===== src/rtl/mwe_pkg.sv =====
// Shared types, request codes and the segment programmes of the Microwire EEPROM master.
`timescale 1ns / 1ps

package mwe_pkg;

    localparam logic [1:0] REQ_TICK    = 2'd0;
    localparam logic [1:0] REQ_READ    = 2'd1;
    localparam logic [1:0] REQ_WRITE   = 2'd2;
    localparam logic [1:0] REQ_UNPROT  = 2'd3;

    // Start bit followed by the two opcode bits.
    localparam logic [2:0] OP_READ  = 3'b110;
    localparam logic [2:0] OP_WRITE = 3'b101;
    localparam logic [2:0] OP_EXT   = 3'b100;
    localparam logic [2:0] OP_PCLR  = 3'b111;

    localparam logic [2:0] SEG_END = 3'd0;
    localparam logic [2:0] SEG_SH  = 3'd1;
    localparam logic [2:0] SEG_RD  = 3'd2;
    localparam logic [2:0] SEG_DS  = 3'd3;
    localparam logic [2:0] SEG_PL  = 3'd4;

    localparam logic [1:0] SRC_MAIN = 2'd0;
    localparam logic [1:0] SRC_EWEN = 2'd1;
    localparam logic [1:0] SRC_EWDS = 2'd2;
    localparam logic [1:0] SRC_PCLR = 2'd3;

    localparam int CMD_MAX_W = 27;
    localparam int STEP_W    = 4;

    typedef struct packed {
        logic [2:0] kind;
        logic [1:0] src;
        logic       pr;
    } seg_t;

    typedef struct packed {
        logic [1:0]           req;
        logic [CMD_MAX_W-1:0] cmd;
        logic                 din;
    } item_t;

    typedef struct packed {
        logic pr;
        logic de;
        logic dout;
        logic clk;
        logic cs;
    } pins_t;

    function automatic seg_t mk_seg(input logic [2:0] kind, input logic [1:0] src,
                                    input logic pr);
        seg_t s;
        s.kind = kind;
        s.src  = src;
        s.pr   = pr;
        return s;
    endfunction

    function automatic seg_t prog_seg(input logic [1:0] req, input logic [STEP_W-1:0] step);
        seg_t s;
        s = mk_seg(SEG_END, SRC_MAIN, 1'b0);
        unique case (req)
            REQ_READ: begin
                unique case (step)
                    4'd0: s = mk_seg(SEG_SH, SRC_MAIN, 1'b0);
                    4'd1: s = mk_seg(SEG_RD, SRC_MAIN, 1'b0);
                    4'd2: s = mk_seg(SEG_DS, SRC_MAIN, 1'b0);
                    default: s = mk_seg(SEG_END, SRC_MAIN, 1'b0);
                endcase
            end
            REQ_WRITE: begin
                unique case (step)
                    4'd0: s = mk_seg(SEG_SH, SRC_EWEN, 1'b0);
                    4'd1: s = mk_seg(SEG_DS, SRC_MAIN, 1'b0);
                    4'd2: s = mk_seg(SEG_SH, SRC_MAIN, 1'b0);
                    4'd3: s = mk_seg(SEG_DS, SRC_MAIN, 1'b0);
                    4'd4: s = mk_seg(SEG_PL, SRC_MAIN, 1'b0);
                    4'd5: s = mk_seg(SEG_DS, SRC_MAIN, 1'b0);
                    4'd6: s = mk_seg(SEG_SH, SRC_EWDS, 1'b0);
                    4'd7: s = mk_seg(SEG_DS, SRC_MAIN, 1'b0);
                    default: s = mk_seg(SEG_END, SRC_MAIN, 1'b0);
                endcase
            end
            REQ_UNPROT: begin
                unique case (step)
                    4'd0: s = mk_seg(SEG_SH, SRC_EWEN, 1'b0);
                    4'd1: s = mk_seg(SEG_DS, SRC_MAIN, 1'b0);
                    4'd2: s = mk_seg(SEG_SH, SRC_EWEN, 1'b1);
                    4'd3: s = mk_seg(SEG_DS, SRC_MAIN, 1'b0);
                    4'd4: s = mk_seg(SEG_SH, SRC_PCLR, 1'b1);
                    4'd5: s = mk_seg(SEG_DS, SRC_MAIN, 1'b0);
                    4'd6: s = mk_seg(SEG_PL, SRC_MAIN, 1'b0);
                    default: s = mk_seg(SEG_END, SRC_MAIN, 1'b0);
                endcase
            end
            default: s = mk_seg(SEG_END, SRC_MAIN, 1'b0);
        endcase
        return s;
    endfunction

endpackage


===== src/rtl/mwe_front.sv =====
// Front end: decodes an incoming transaction and builds the command word it would start.
`timescale 1ns / 1ps

module mwe_front #(
    parameter int ADDR_BITS = 8,
    parameter int DATA_BITS = 16
) (
    input  logic [1:0]     req_type,
    input  logic [7:0]     address,
    input  logic [15:0]    write_data,
    input  logic           data_in_pin,
    output mwe_pkg::item_t item
);

    logic [ADDR_BITS-1:0] addr_m;
    logic [DATA_BITS-1:0] wdat_m;

    assign addr_m = address[ADDR_BITS-1:0];
    assign wdat_m = write_data[DATA_BITS-1:0];

    always_comb begin
        item.req = req_type;
        item.din = data_in_pin;
        unique case (req_type)
            mwe_pkg::REQ_READ:  item.cmd = mwe_pkg::CMD_MAX_W'({mwe_pkg::OP_READ, addr_m});
            mwe_pkg::REQ_WRITE: item.cmd = mwe_pkg::CMD_MAX_W'({mwe_pkg::OP_WRITE, addr_m,
                                                                wdat_m});
            default:            item.cmd = '0;
        endcase
    end

endmodule


===== src/rtl/mwe_queue.sv =====
// Two-entry queue that decouples the front end from the sequencer.
`timescale 1ns / 1ps

module mwe_queue (
    input  logic           aclk,
    input  logic           aresetn,
    input  logic           push,
    input  mwe_pkg::item_t push_item,
    output logic           not_full,
    input  logic           pop,
    output logic           not_empty,
    output mwe_pkg::item_t head_item
);

    mwe_pkg::item_t entry_reg [2];
    logic       wr_ptr_reg;
    logic       rd_ptr_reg;
    logic [1:0] count_reg;
    logic [1:0] count_next;

    assign not_full  = (count_reg != 2'd2);
    assign not_empty = (count_reg != 2'd0);
    assign head_item = entry_reg[rd_ptr_reg];

    always_comb begin
        count_next = count_reg;
        if (push && !pop) begin
            count_next = count_reg + 2'd1;
        end else if (pop && !push) begin
            count_next = count_reg - 2'd1;
        end
    end

    always_ff @(posedge aclk) begin
        if (push) begin
            entry_reg[wr_ptr_reg] <= push_item;
        end
    end

    always_ff @(posedge aclk) begin
        if (!aresetn) begin
            wr_ptr_reg <= 1'b0;
            rd_ptr_reg <= 1'b0;
            count_reg  <= 2'd0;
        end else begin
            if (push) begin
                wr_ptr_reg <= ~wr_ptr_reg;
            end
            if (pop) begin
                rd_ptr_reg <= ~rd_ptr_reg;
            end
            count_reg <= count_next;
        end
    end

endmodule


===== src/rtl/mwe_back.sv =====
// Back end: the pin sequencer, the phase timing register and the result register.
`timescale 1ns / 1ps

module mwe_back #(
    parameter int ADDR_BITS = 8,
    parameter int DATA_BITS = 16
) (
    input  logic           aclk,
    input  logic           aresetn,
    input  logic           cfg_wr_en,
    input  logic [7:0]     cfg_wr_data,
    input  logic           item_valid,
    input  mwe_pkg::item_t item,
    output logic           item_pop,
    output logic           m_tvalid,
    input  logic           m_tready,
    output logic [23:0]    m_tdata
);

    localparam int LEN_CMD  = 3 + ADDR_BITS;
    localparam int LEN_WR   = 3 + ADDR_BITS + DATA_BITS;
    localparam int BCW      = $clog2(LEN_WR + 1);
    localparam int CMD_IW   = $clog2(LEN_WR);
    localparam int CONST_IW = $clog2(LEN_CMD);
    localparam int SW       = mwe_pkg::STEP_W;

    logic [7:0]           ticks_cfg_reg;
    logic [SW-1:0]        state_reg, state_e, state_next;
    logic [LEN_WR-1:0]    cmd_reg, cmd_e;
    logic [BCW-1:0]       bc_reg, bc_e, bc_next, bc_inc, seg_len;
    logic [7:0]           pc_reg, pc_e, pc_next;
    logic [1:0]           sp_reg, sp_e, sp_next;
    logic [DATA_BITS-1:0] rs_reg, rs_e, rs_next;
    logic [1:0]           kind_reg, kind_e;
    mwe_pkg::pins_t       pins_reg, pins_next;
    logic                 out_valid_reg;
    logic [23:0]          out_data_reg;

    logic                 start, active, phase_end, seg_done, done, fire, out_free;
    logic [7:0]           ticks;
    logic [8:0]           pc_inc;
    logic [BCW-1:0]       main_idx, const_idx;
    logic [LEN_CMD-1:0]   const_word;
    logic                 tx_bit;
    mwe_pkg::seg_t        seg, nxt_seg;

    assign out_free = !out_valid_reg || m_tready;
    assign fire     = item_valid && out_free;
    assign item_pop = fire;
    assign m_tvalid = out_valid_reg;
    assign m_tdata  = out_data_reg;

    always_comb begin
        start  = (state_reg == '0) && (item.req != mwe_pkg::REQ_TICK);
        kind_e = start ? item.req : kind_reg;
        cmd_e  = cmd_reg;
        rs_e   = rs_reg;
        if (start && (item.req == mwe_pkg::REQ_READ || item.req == mwe_pkg::REQ_WRITE)) begin
            cmd_e = item.cmd[LEN_WR-1:0];
        end
        if (start && item.req == mwe_pkg::REQ_READ) begin
            rs_e = '0;
        end
        state_e = start ? SW'(1) : state_reg;
        bc_e    = start ? '0 : bc_reg;
        sp_e    = start ? 2'd0 : sp_reg;
        pc_e    = start ? 8'd0 : pc_reg;
        active  = (state_e != '0);
        seg     = mwe_pkg::prog_seg(kind_e, state_e - SW'(1));
    end

    always_comb begin
        if (seg.src == mwe_pkg::SRC_MAIN && kind_e == mwe_pkg::REQ_WRITE) begin
            seg_len = BCW'(LEN_WR);
        end else begin
            seg_len = BCW'(LEN_CMD);
        end
        main_idx  = seg_len - BCW'(1) - bc_e;
        const_idx = BCW'(LEN_CMD - 1) - bc_e;
        unique case (seg.src)
            mwe_pkg::SRC_EWEN: const_word = {mwe_pkg::OP_EXT, {ADDR_BITS{1'b1}}};
            mwe_pkg::SRC_EWDS: const_word = {mwe_pkg::OP_EXT, {ADDR_BITS{1'b0}}};
            mwe_pkg::SRC_PCLR: const_word = {mwe_pkg::OP_PCLR, {ADDR_BITS{1'b1}}};
            default:           const_word = '0;
        endcase
        if (seg.src == mwe_pkg::SRC_MAIN) begin
            tx_bit = cmd_e[main_idx[CMD_IW-1:0]];
        end else begin
            tx_bit = const_word[const_idx[CONST_IW-1:0]];
        end
    end

    always_comb begin
        pins_next = '0;
        unique case (seg.kind)
            mwe_pkg::SEG_SH: begin
                pins_next.cs   = 1'b1;
                pins_next.de   = 1'b1;
                pins_next.dout = tx_bit;
                pins_next.clk  = (sp_e == 2'd1);
                pins_next.pr   = seg.pr;
            end
            mwe_pkg::SEG_RD: begin
                pins_next.cs  = 1'b1;
                pins_next.clk = (sp_e == 2'd0);
            end
            mwe_pkg::SEG_PL: begin
                pins_next.cs = 1'b1;
            end
            default: begin
                pins_next = '0;
            end
        endcase
        if (!active) begin
            pins_next = pins_reg;
        end
    end

    always_comb begin
        ticks      = (ticks_cfg_reg == 8'd0) ? 8'd1 : ticks_cfg_reg;
        pc_inc     = {1'b0, pc_e} + 9'd1;
        phase_end  = active && !(pc_inc < {1'b0, ticks});
        bc_inc     = bc_e + BCW'(1);
        pc_next    = phase_end ? 8'd0 : (active ? pc_inc[7:0] : pc_e);
        sp_next    = sp_e;
        bc_next    = bc_e;
        rs_next    = rs_e;
        state_next = state_e;
        seg_done   = 1'b0;
        done       = 1'b0;
        if (phase_end) begin
            unique case (seg.kind)
                mwe_pkg::SEG_SH: begin
                    if (sp_e == 2'd2) begin
                        sp_next = 2'd0;
                        if (bc_inc >= seg_len) begin
                            seg_done = 1'b1;
                        end else begin
                            bc_next = bc_inc;
                        end
                    end else begin
                        sp_next = sp_e + 2'd1;
                    end
                end
                mwe_pkg::SEG_RD: begin
                    if (sp_e == 2'd0) begin
                        rs_next = {rs_e[DATA_BITS-2:0], item.din};
                        sp_next = 2'd1;
                    end else begin
                        sp_next = 2'd0;
                        if (bc_inc >= BCW'(DATA_BITS)) begin
                            seg_done = 1'b1;
                        end else begin
                            bc_next = bc_inc;
                        end
                    end
                end
                mwe_pkg::SEG_PL: begin
                    seg_done = item.din;
                end
                default: begin
                    seg_done = 1'b1;
                end
            endcase
            if (seg_done) begin
                state_next = state_e + SW'(1);
                bc_next    = '0;
                sp_next    = 2'd0;
            end
        end
        nxt_seg = mwe_pkg::prog_seg(kind_e, state_next - SW'(1));
        if (phase_end && nxt_seg.kind == mwe_pkg::SEG_END) begin
            state_next = '0;
            bc_next    = '0;
            sp_next    = 2'd0;
            done       = 1'b1;
        end
    end

    always_ff @(posedge aclk) begin
        if (fire) begin
            out_data_reg <= {1'b0, 16'(rs_next), done, active,
                             pins_next.pr, pins_next.de, pins_next.dout,
                             pins_next.clk, pins_next.cs};
        end
    end

    always_ff @(posedge aclk) begin
        if (!aresetn) begin
            ticks_cfg_reg <= 8'd4;
            state_reg     <= '0;
            cmd_reg       <= '0;
            bc_reg        <= '0;
            pc_reg        <= 8'd0;
            sp_reg        <= 2'd0;
            rs_reg        <= '0;
            kind_reg      <= mwe_pkg::REQ_TICK;
            pins_reg      <= '0;
            out_valid_reg <= 1'b0;
        end else begin
            if (cfg_wr_en) begin
                ticks_cfg_reg <= cfg_wr_data;
            end
            if (fire) begin
                state_reg <= state_next;
                cmd_reg   <= cmd_e;
                bc_reg    <= bc_next;
                pc_reg    <= pc_next;
                sp_reg    <= sp_next;
                rs_reg    <= rs_next;
                kind_reg  <= kind_e;
                pins_reg  <= pins_next;
            end
            if (fire) begin
                out_valid_reg <= 1'b1;
            end else if (m_tready) begin
                out_valid_reg <= 1'b0;
            end
        end
    end

endmodule


===== src/rtl/microwire_eeprom_master_top.sv =====
// Top level of the Microwire serial EEPROM master.
`timescale 1ns / 1ps

// Each input transaction is one tick of the pin sequencer and yields exactly one output
// transaction carrying the pin levels, busy, done and the read shift register. A request
// (read, write or protection release) taken while idle starts its pin programme; requests
// arriving while busy are treated as plain ticks. Every pin phase lasts phase_ticks input
// transactions (zero acts as one); it is written through cfg_wr_en and cfg_wr_data only
// while the block is idle, a rule for the user that the block itself does not enforce. It
// sustains one transaction per clock while the output is not stalled: a two-entry queue
// sits between the decoder and the sequencer, and the result register is refilled in the
// cycle it is drained, so the rate is set by the sequencer's single state update per clock.
module microwire_eeprom_master_top #(
    parameter int ADDR_BITS = 8,
    parameter int DATA_BITS = 16
) (
    input  logic        aclk,
    input  logic        aresetn,
    input  logic        cfg_wr_en,
    input  logic [7:0]  cfg_wr_data,
    input  logic        s_tvalid,
    output logic        s_tready,
    // req_type[1:0], address[9:2], write_data[25:10], data_in_pin[26], zero[31:27]
    input  logic [31:0] s_tdata,
    output logic        m_tvalid,
    input  logic        m_tready,
    // chip_select[0], serial_clock[1], data_out_pin[2], data_drive_enable[3],
    // protect_enable[4], busy_res[5], done_res[6], read_word[22:7], zero[23]
    output logic [23:0] m_tdata
);

    mwe_pkg::item_t dec_item;
    mwe_pkg::item_t head_item;
    logic           q_not_full;
    logic           q_not_empty;
    logic           q_pop;

    assign s_tready = q_not_full;

    mwe_front #(
        .ADDR_BITS (ADDR_BITS),
        .DATA_BITS (DATA_BITS)
    ) u_front (
        .req_type    (s_tdata[1:0]),
        .address     (s_tdata[9:2]),
        .write_data  (s_tdata[25:10]),
        .data_in_pin (s_tdata[26]),
        .item        (dec_item)
    );

    mwe_queue u_queue (
        .aclk      (aclk),
        .aresetn   (aresetn),
        .push      (s_tvalid && q_not_full),
        .push_item (dec_item),
        .not_full  (q_not_full),
        .pop       (q_pop),
        .not_empty (q_not_empty),
        .head_item (head_item)
    );

    mwe_back #(
        .ADDR_BITS (ADDR_BITS),
        .DATA_BITS (DATA_BITS)
    ) u_back (
        .aclk        (aclk),
        .aresetn     (aresetn),
        .cfg_wr_en   (cfg_wr_en),
        .cfg_wr_data (cfg_wr_data),
        .item_valid  (q_not_empty),
        .item        (head_item),
        .item_pop    (q_pop),
        .m_tvalid    (m_tvalid),
        .m_tready    (m_tready),
        .m_tdata     (m_tdata)
    );

endmodule


===== config.mk =====
export PLATFORM = sky130hd
export DESIGN_NAME = microwire_eeprom_master_top
export DESIGN_NICKNAME = d
export VERILOG_FILES = /design/src/rtl/mwe_pkg.sv /design/src/rtl/mwe_front.sv /design/src/rtl/mwe_queue.sv /design/src/rtl/mwe_back.sv /design/src/rtl/microwire_eeprom_master_top.sv
export SDC_FILE = /design/constraint.sdc
export NUM_CORES = 1
export LEC_CHECK = 0
export ABC_AREA = 1
export ABC_CLOCK_PERIOD_IN_PS = 5640
export BUFFER_PORTS_ARGS = -buffer_cell sky130_fd_sc_hd__clkbuf_2
export CAP_MARGIN = 20
export CORE_ASPECT_RATIO = 0.6
export CORE_MARGIN = 4
export CORE_UTILIZATION = 45
export DETAILED_ROUTE_END_ITERATION = 7
export MAX_ROUTING_LAYER = met4
export PLACE_DENSITY = 0.68
export SYNTH_ARGS = -nofsm -noshare
export SYNTH_HDL_FRONTEND = slang
export SYNTH_SLANG_ARGS = --single-unit

===== constraint.sdc =====
create_clock -name aclk -period 5.64 [get_ports aclk]
set_input_delay 1.128 -clock aclk [delete_from_list [all_inputs] [get_ports aclk]]
set_output_delay 1.128 -clock aclk [all_outputs]
set_load 0.02 [all_outputs]

==> results.ini, run 1 <==
[status]
outcome=finished, final reports clean

[global_route]
grt_pass1_wl_mm=32.4
grt_max_degree=61
antenna_found_initial=0
grt_usage_pct=19.9
grt_overflow=0
grt_pass1_vias=6251

[pwr]
irDropWorstVdd_mv=0.275
powerDensity_nw_per_um2=599
p_leak_nw=4.18

[critical_path]
cp.required_ns=5.91
crit_type=register to register
startpoint_type=register
critPathCaptureType=register
path_max_fanout=22
rr_worst_depth=24
arrival_ns=5.34

[worst_hold_path]
holdPathStages=2
min_path_type=register to register

[yosys]
yosysSeqAreaShare_pct=48.7
synth_top_cell_by_area=edfxtp_1
synthTopCellsByCount=nand2_1, inv_1, nor2_1
ys_types=48
syn_area_per_cell_um2=7.97
synthesis.nets=1107
netlist_instances=1040
netlist_area_um2=8290
synthArstFlopShare_pct=0
synth_edf_count=79
ys.flop_type=dfxtp_1
ys_seq_elements=162
yosysTopAreaCellShare_pct=28.6
yosysWarnings=0
yosysMostFrequentCell=nand2_1
synthTopCellsByArea=edfxtp_1, dfxtp_1, nand2_1, o21ai_0, inv_1

[clock_network]
cts_resized=0
postCtsSetupBuffers=0
cts_max_level=4
clk_pin_slew_ns=0.07
clock-root-buffer=clkbuf_16
hold_buffers=0
clock-sinks=162
numCtsBuffers=17
clockBufferDepth=2
clk_latency_ns=0.43
cts_tree=built

[detailed_routing]
drt-vias-per-instance=5.22
routedWlPerCell_um=14.9
num_vias=7000
post-route-drc-count=0
wl_mm=20.0
drtPass1Iterations=6
ant_nets=0
first_iter_violations=596

[layout]
antennaDiodeCount=0
nets=1156
nFillCells=1720
area_delta_synth_final_pct=13.8
layout-drive-gt1-share_pct=13.2
largest_reg_flops=56

[floorplan]
die_x_um=183
num_io_pins=71
die_y_um=113
die_area_um2=20700
core_area_um2=18100
initial_core_util_pct=45.9
row_count=38

[sta]
setup_tns_ns=0
tightestPinTransition_ns=0.931
max-slew-margin-rel_pct=38.0
slew_viol_final=0
fin_skew_ns=0.0174
rsz0062_at_grt=no
setup_violations=0
fin_crit_ns=5.08
fin_ws_ns=0.563
hold_violations=0
max_freq_mhz=197
finalCritPeriodShare_pct=90.0

[flow_run]
timing.max_cap.violations=0

[placement]
place_congestion=0.916
io_buffers=64
place_hpwl_mm=13.4
pre_cts_ws_ns=0.640

worst max-delay path: stages, from the launching register on:
cell and delay (ns):
edfxtp_1 0.36, o21ai_0 0.49, ha_1 0.31, nand3b_4 0.15
buf_4 0.31, nand2_1 0.22, inv_1 0.12, ha_1 0.18
nand3_1 0.13, nor2_1 0.15, nand2_1 0.10, xor2_1 0.21
inv_1 0.07, ha_1 0.30, nand3_1 0.08, nand2_1 0.09
nand2_1 0.11, a21oi_4 0.36, inv_2 0.24, nor2_4 0.25
o21ai_0 0.31, nand2_1 0.15, a21oi_1 0.07, nand2_1 0.07
a21oi_1 0.06
path summary, 6_finish.rpt:
kind,from,end,slack [ns]
setup / recovery,u_queue.entry_reg[0][29],u_back.bc_reg[3],0.56
hold / removal,u_back.cmd_reg[25],u_back.cmd_reg[25],0.44
setup reg to reg,u_queue.entry_reg[0][29],u_back.bc_reg[3],0.56
hold reg to reg,u_back.cmd_reg[25],u_back.cmd_reg[25],0.44
area by class of cell:
cell class	instances	area, um^2	share of cell area [%]
Clock inverter	15	210	2.23
Tap cell	240	300	3.18
Timing Repair Buffer	75	403	4.27
Inverter	122	458	4.85
Multi-Input combinational cell	711	3600	38.2
Sequential cell	162	4030	42.8
Clock buffer	17	425	4.51
kinds of logic after synthesis:
group / count (synthesis) / synth area share, %
and+or+nand+nor: 446 / 22.8
xor gates and xnor gates: 8 / 0.845
other: 1 / 0.0452
adders and majority gates: 22 / 3.32
buffers and inverters: 167 / 8.09
AOI/OAI and AO/OA: 234 / 16.2
DFF: 162 / 48.7
layout by cell type (no fill, tap or decap), types with 2 or more instances in the layout:
| cell type | Yosys | layout |
|---|---|---|
| nor2_2 | 3 | 6 |
| clkinv_4 | 0 | 2 |
| o21ai_1 | 3 | 3 |
| a311oi_1 | 7 | 7 |
| nand3_1 | 43 | 43 |
| clkbuf_2 | 0 | 64 |
| inv_2 | 5 | 6 |
| a211oi_1 | 3 | 3 |
| nand4_1 | 9 | 9 |
| inv_8 | 0 | 5 |
| o221ai_1 | 6 | 6 |
| o211ai_1 | 10 | 10 |
| edfxtp_1 | 79 | 79 |
| nor2_1 | 104 | 101 |
| nand2_4 | 3 | 3 |
| o21ai_0 | 91 | 91 |
| dfxtp_1 | 83 | 83 |
| nand2_1 | 261 | 261 |
| nor2_4 | 4 | 4 |
| xor2_1 | 8 | 8 |
| a21oi_4 | 1 | 2 |
| buf_4 | 3 | 11 |
| a31oi_1 | 18 | 18 |
| ha_1 | 22 | 22 |
| a21oi_1 | 80 | 79 |
| nor3_1 | 4 | 4 |
| nand2_2 | 8 | 8 |
| o22ai_1 | 3 | 3 |
| o21ai_2 | 3 | 3 |
| clkbuf_16 | 0 | 17 |
| o2111ai_1 | 2 | 2 |
| clkinv_8 | 0 | 6 |
| inv_1 | 116 | 115 |
| o311ai_0 | 2 | 2 |
routing by layer:
metal	wire length [um]	up-vias	track usage, %
li1	-	3568	-
met1	10700	3218	30.7
met2	8120	204	27.2
met3	1100	10	4.24
met4	83	0	3.37
met5	0	-	-
metrics by stage:
stage	utilization (%)	power, mW	instances	cell area, um^2	hold WS, ns
after CTS	52.2	5.64	1342	9430	0.437
after global routing	52.2	6.07	1342	9430	0.453
after detailed placement	48.7	4.42	1310	8800	0.424
after global placement	48.7	4.38	1310	8800	0.424
final	52.2	5.65	1342	9430	0.439
after floorplan	-	3.78	1040	8290	0.412
power breakdown:
part           internal (mW)  switching [mW]
registers               1.65           0.157
logic                  0.772            1.86
clock network          0.648           0.560
total                   3.07            2.57
Note: power is estimated with default switching activity, not from simulation.
==> run 2: changes to the inputs <==
--- a/config.mk
+++ b/config.mk
@@ -5,14 +5,14 @@
 export SDC_FILE = /design/constraint.sdc
 export NUM_CORES = 1
 export LEC_CHECK = 0
-export ABC_AREA = 1
-export ABC_CLOCK_PERIOD_IN_PS = 5640
+export ABC_AREA = 0
 export BUFFER_PORTS_ARGS = -buffer_cell sky130_fd_sc_hd__clkbuf_2
 export CAP_MARGIN = 20
 export CORE_ASPECT_RATIO = 0.6
 export CORE_MARGIN = 4
 export CORE_UTILIZATION = 45
 export DETAILED_ROUTE_END_ITERATION = 7
+export GPL_TIMING_DRIVEN = 0
 export MAX_ROUTING_LAYER = met4
 export PLACE_DENSITY = 0.68
 export SYNTH_ARGS = -nofsm -noshare
==> run 2 against run 1 <==
Net effect: worst setup slack got worse by 0.35 ns; synthesized cell count decreased by 15%; combinational power decreased by 17%; sequential power decreased by 9%; count of clock-buffer cells in the layout unchanged; cell area increased by 7.7%; final cell count decreased by 8.5%; non-clock buffer count increased by 59; register-to-register slack got worse by 0.35 ns; critical path type unchanged; critical endpoint is now u_back.sp_reg[0].
==> results.ini, run 2 <==
[status]
outcome=finished, final reports clean

[placement]
place_congestion=0.945
io_buffers=63
placedInstanceArea_um2=9270
dp_cells=1187
place_hpwl_mm=16.0

[floorplan]
num_io_pins=71
core_area_um2=18400
die_y_um=115
die_area_um2=21500
die_x_um=187
row_count=38
initial_core_util_pct=46.7

[sta]
finalCritPeriodShare_pct=96.2
slew_viol_final=0
hold_violations=0
max-slew-margin-rel_pct=22.8
hold_slack_ns=0.446
max_freq_mhz=184
fin_crit_ns=5.42
tightestPinTransition_ns=1.16
fin_skew_ns=0.0134
setup_violations=0
setup_tns_ns=0

[detailed_routing]
ant_nets=0
num_vias=7049
routedWlPerCell_um=17.9
drtPass1Iterations=5
first_iter_violations=544
wl_mm=22.0
post-route-drc-count=0
drt-vias-per-instance=5.74

[layout]
largest_reg_flops=56
antennaDiodeCount=0
multi_input_area_um2=4380
regArea_um2=4030
final_cell_mix=nand2_1, dfxtp_1, edfxtp_1
nFillCells=1649
layout-drive-gt1-share_pct=17.7
layout_commonest_cell=nand2_1
area_delta_synth_final_pct=17.9
layout.cells.non_filler=1228
fin_util_pct=55.1
nets=1042
final_area_um2=10200

[clock_network]
cts_tree=built
numCtsBuffers=17
clock-root-buffer=clkbuf_16
clk_latency_ns=0.43
hold_buffers=0
cts_max_level=4
clock-sinks=162
clockBufferDepth=2
clk_pin_slew_ns=0.07

[global_route]
grt_overflow=0
antenna_found_initial=1
grt_pass1_vias=6415
grt_pass1_wl_mm=35.0
grt_usage_pct=21.1
grt_max_degree=33

[yosys]
syn_area_per_cell_um2=9.76
yosysSeqAreaShare_pct=46.8
ys_seq_elements=162
synthArstFlopShare_pct=0
yosysMostFrequentCell=nand2_1
yosysTopAreaCellShare_pct=27.5
ys_types=84
synthesis.nets=950
netlist_instances=883
synth_edf_count=79
yosysWarnings=0
netlist_area_um2=8620
synthTopCellsByCount=nand2_1, dfxtp_1, edfxtp_1
synth_top_cell_by_area=edfxtp_1
ys.flop_type=dfxtp_1
synthTopCellsByArea=edfxtp_1, dfxtp_1, mux2i_1, nand2_1, ha_1

[critical_path]
critical_path_buf_inv_count=4
cp.depth=18
crit_type=register to register
rr_worst_depth=18
slowest_stage=nor3b_1
critPathCaptureType=register
critical_path.max_stage_delay_ns=0.95
arrival_ns=5.79
cp_top_family=simple AND/OR/NAND/NOR gates
startpoint_type=register
path_max_fanout=10
crit_chain=buf_4, mux2i_4, ha_4, or2_4, nor2_4, buf_8, nor2_4, ha_2, nor3b_1, clkinv_1, o21ai_4, buf_4, nor3_2, o21ai_1, mux2i_2, a21oi_4, or3b_1, a21boi_1
cp.required_ns=6.00

[pwr]
p_leak_nw=4.09
powerDensity_nw_per_um2=499
irDropWorstVdd_mv=0.220

[flow_run]
timing.max_cap.violations=0

[worst_hold_path]
min_path_type=register to register
holdPathStages=2

## run 2: cell count changes in the layout (fill, tap and decap cells not counted), sizes merged, moves of 22 or more
cell    change
a21boi     +22
a21oi      -50
and2       +31
buf        +24
clkbuf     +35
inv        -95
mux2i      +57
nand2     -144
nand3      -27
nor2       -38
o211a      +27
o21ai      -49
## run 2: cell type report
type,count,share of cell area (%)
plain buffers,60,2.91
clock buffers,17,4.19
clock inverters,15,2.03
inverters,25,0.973
multi-input cells,635,43.1
flip-flops and latches,162,39.7
well taps,240,2.96
repair buffers,74,4.11
## run 2: path summary, 6_finish.rpt
kind	slack (ns)	startpoint	end
max reg2reg	0.22	register	u_back.sp_reg[0]
max	0.22	register	u_back.sp_reg[0]
min	0.45	u_back.cmd_reg[25]	u_back.cmd_reg[25]
min reg2reg	0.45	u_back.cmd_reg[25]	u_back.cmd_reg[25]
## run 2: per-stage QoR
step	power (mW)	setup slack, ns
floorplan	3.05	0.370
global placement	3.60	-0.990
detailed placement	3.62	-0.928
CTS	4.96	0.0457
global route	5.34	-0.00234
finish	5.07	0.216
## run 2: cells by family after synthesis
group | synth area share, %
buffers and inverters | 4.31
XOR/XNOR | 1.73
adder cells (fa/ha/maj) | 3.19
flip-flops | 46.8
multiplexers | 8.68
AND/OR/NAND/NOR | 19.0
AO/OA/AOI/OAI | 16.3
other | 0.0435
## run 2: report_power, final
group          switching [mW]  internal, mW  total [mW]
Combinational            1.40         0.792        2.19
Clock                   0.545         0.683        1.23
Sequential              0.120          1.53        1.65
## run 2: worst min-delay path, delay by kind of cell (launching register included)
kind          cells  cell delay [ns]
flops             1             0.32
simple gates      2             0.09
## run 2: repair_timing
item / CTS / global route
setup endpoints to repair: 49 / 48
pin swaps: 4 / 9
gates resized for setup: 23 / 21
setup buffers: 4 / 6
## run 2: metal layers
| metal | global-route usage, % | up-vias | share of wire [%] |
|---|---|---|---|
| li1 | - | 3367 | - |
| met1 | 33.6 | 3376 | 52 |
| met2 | 27.1 | 293 | 39 |
| met3 | 4.43 | 13 | 8.6 |
| met4 | 3.50 | 0 | 0.57 |
| met5 | - | - | 0 |
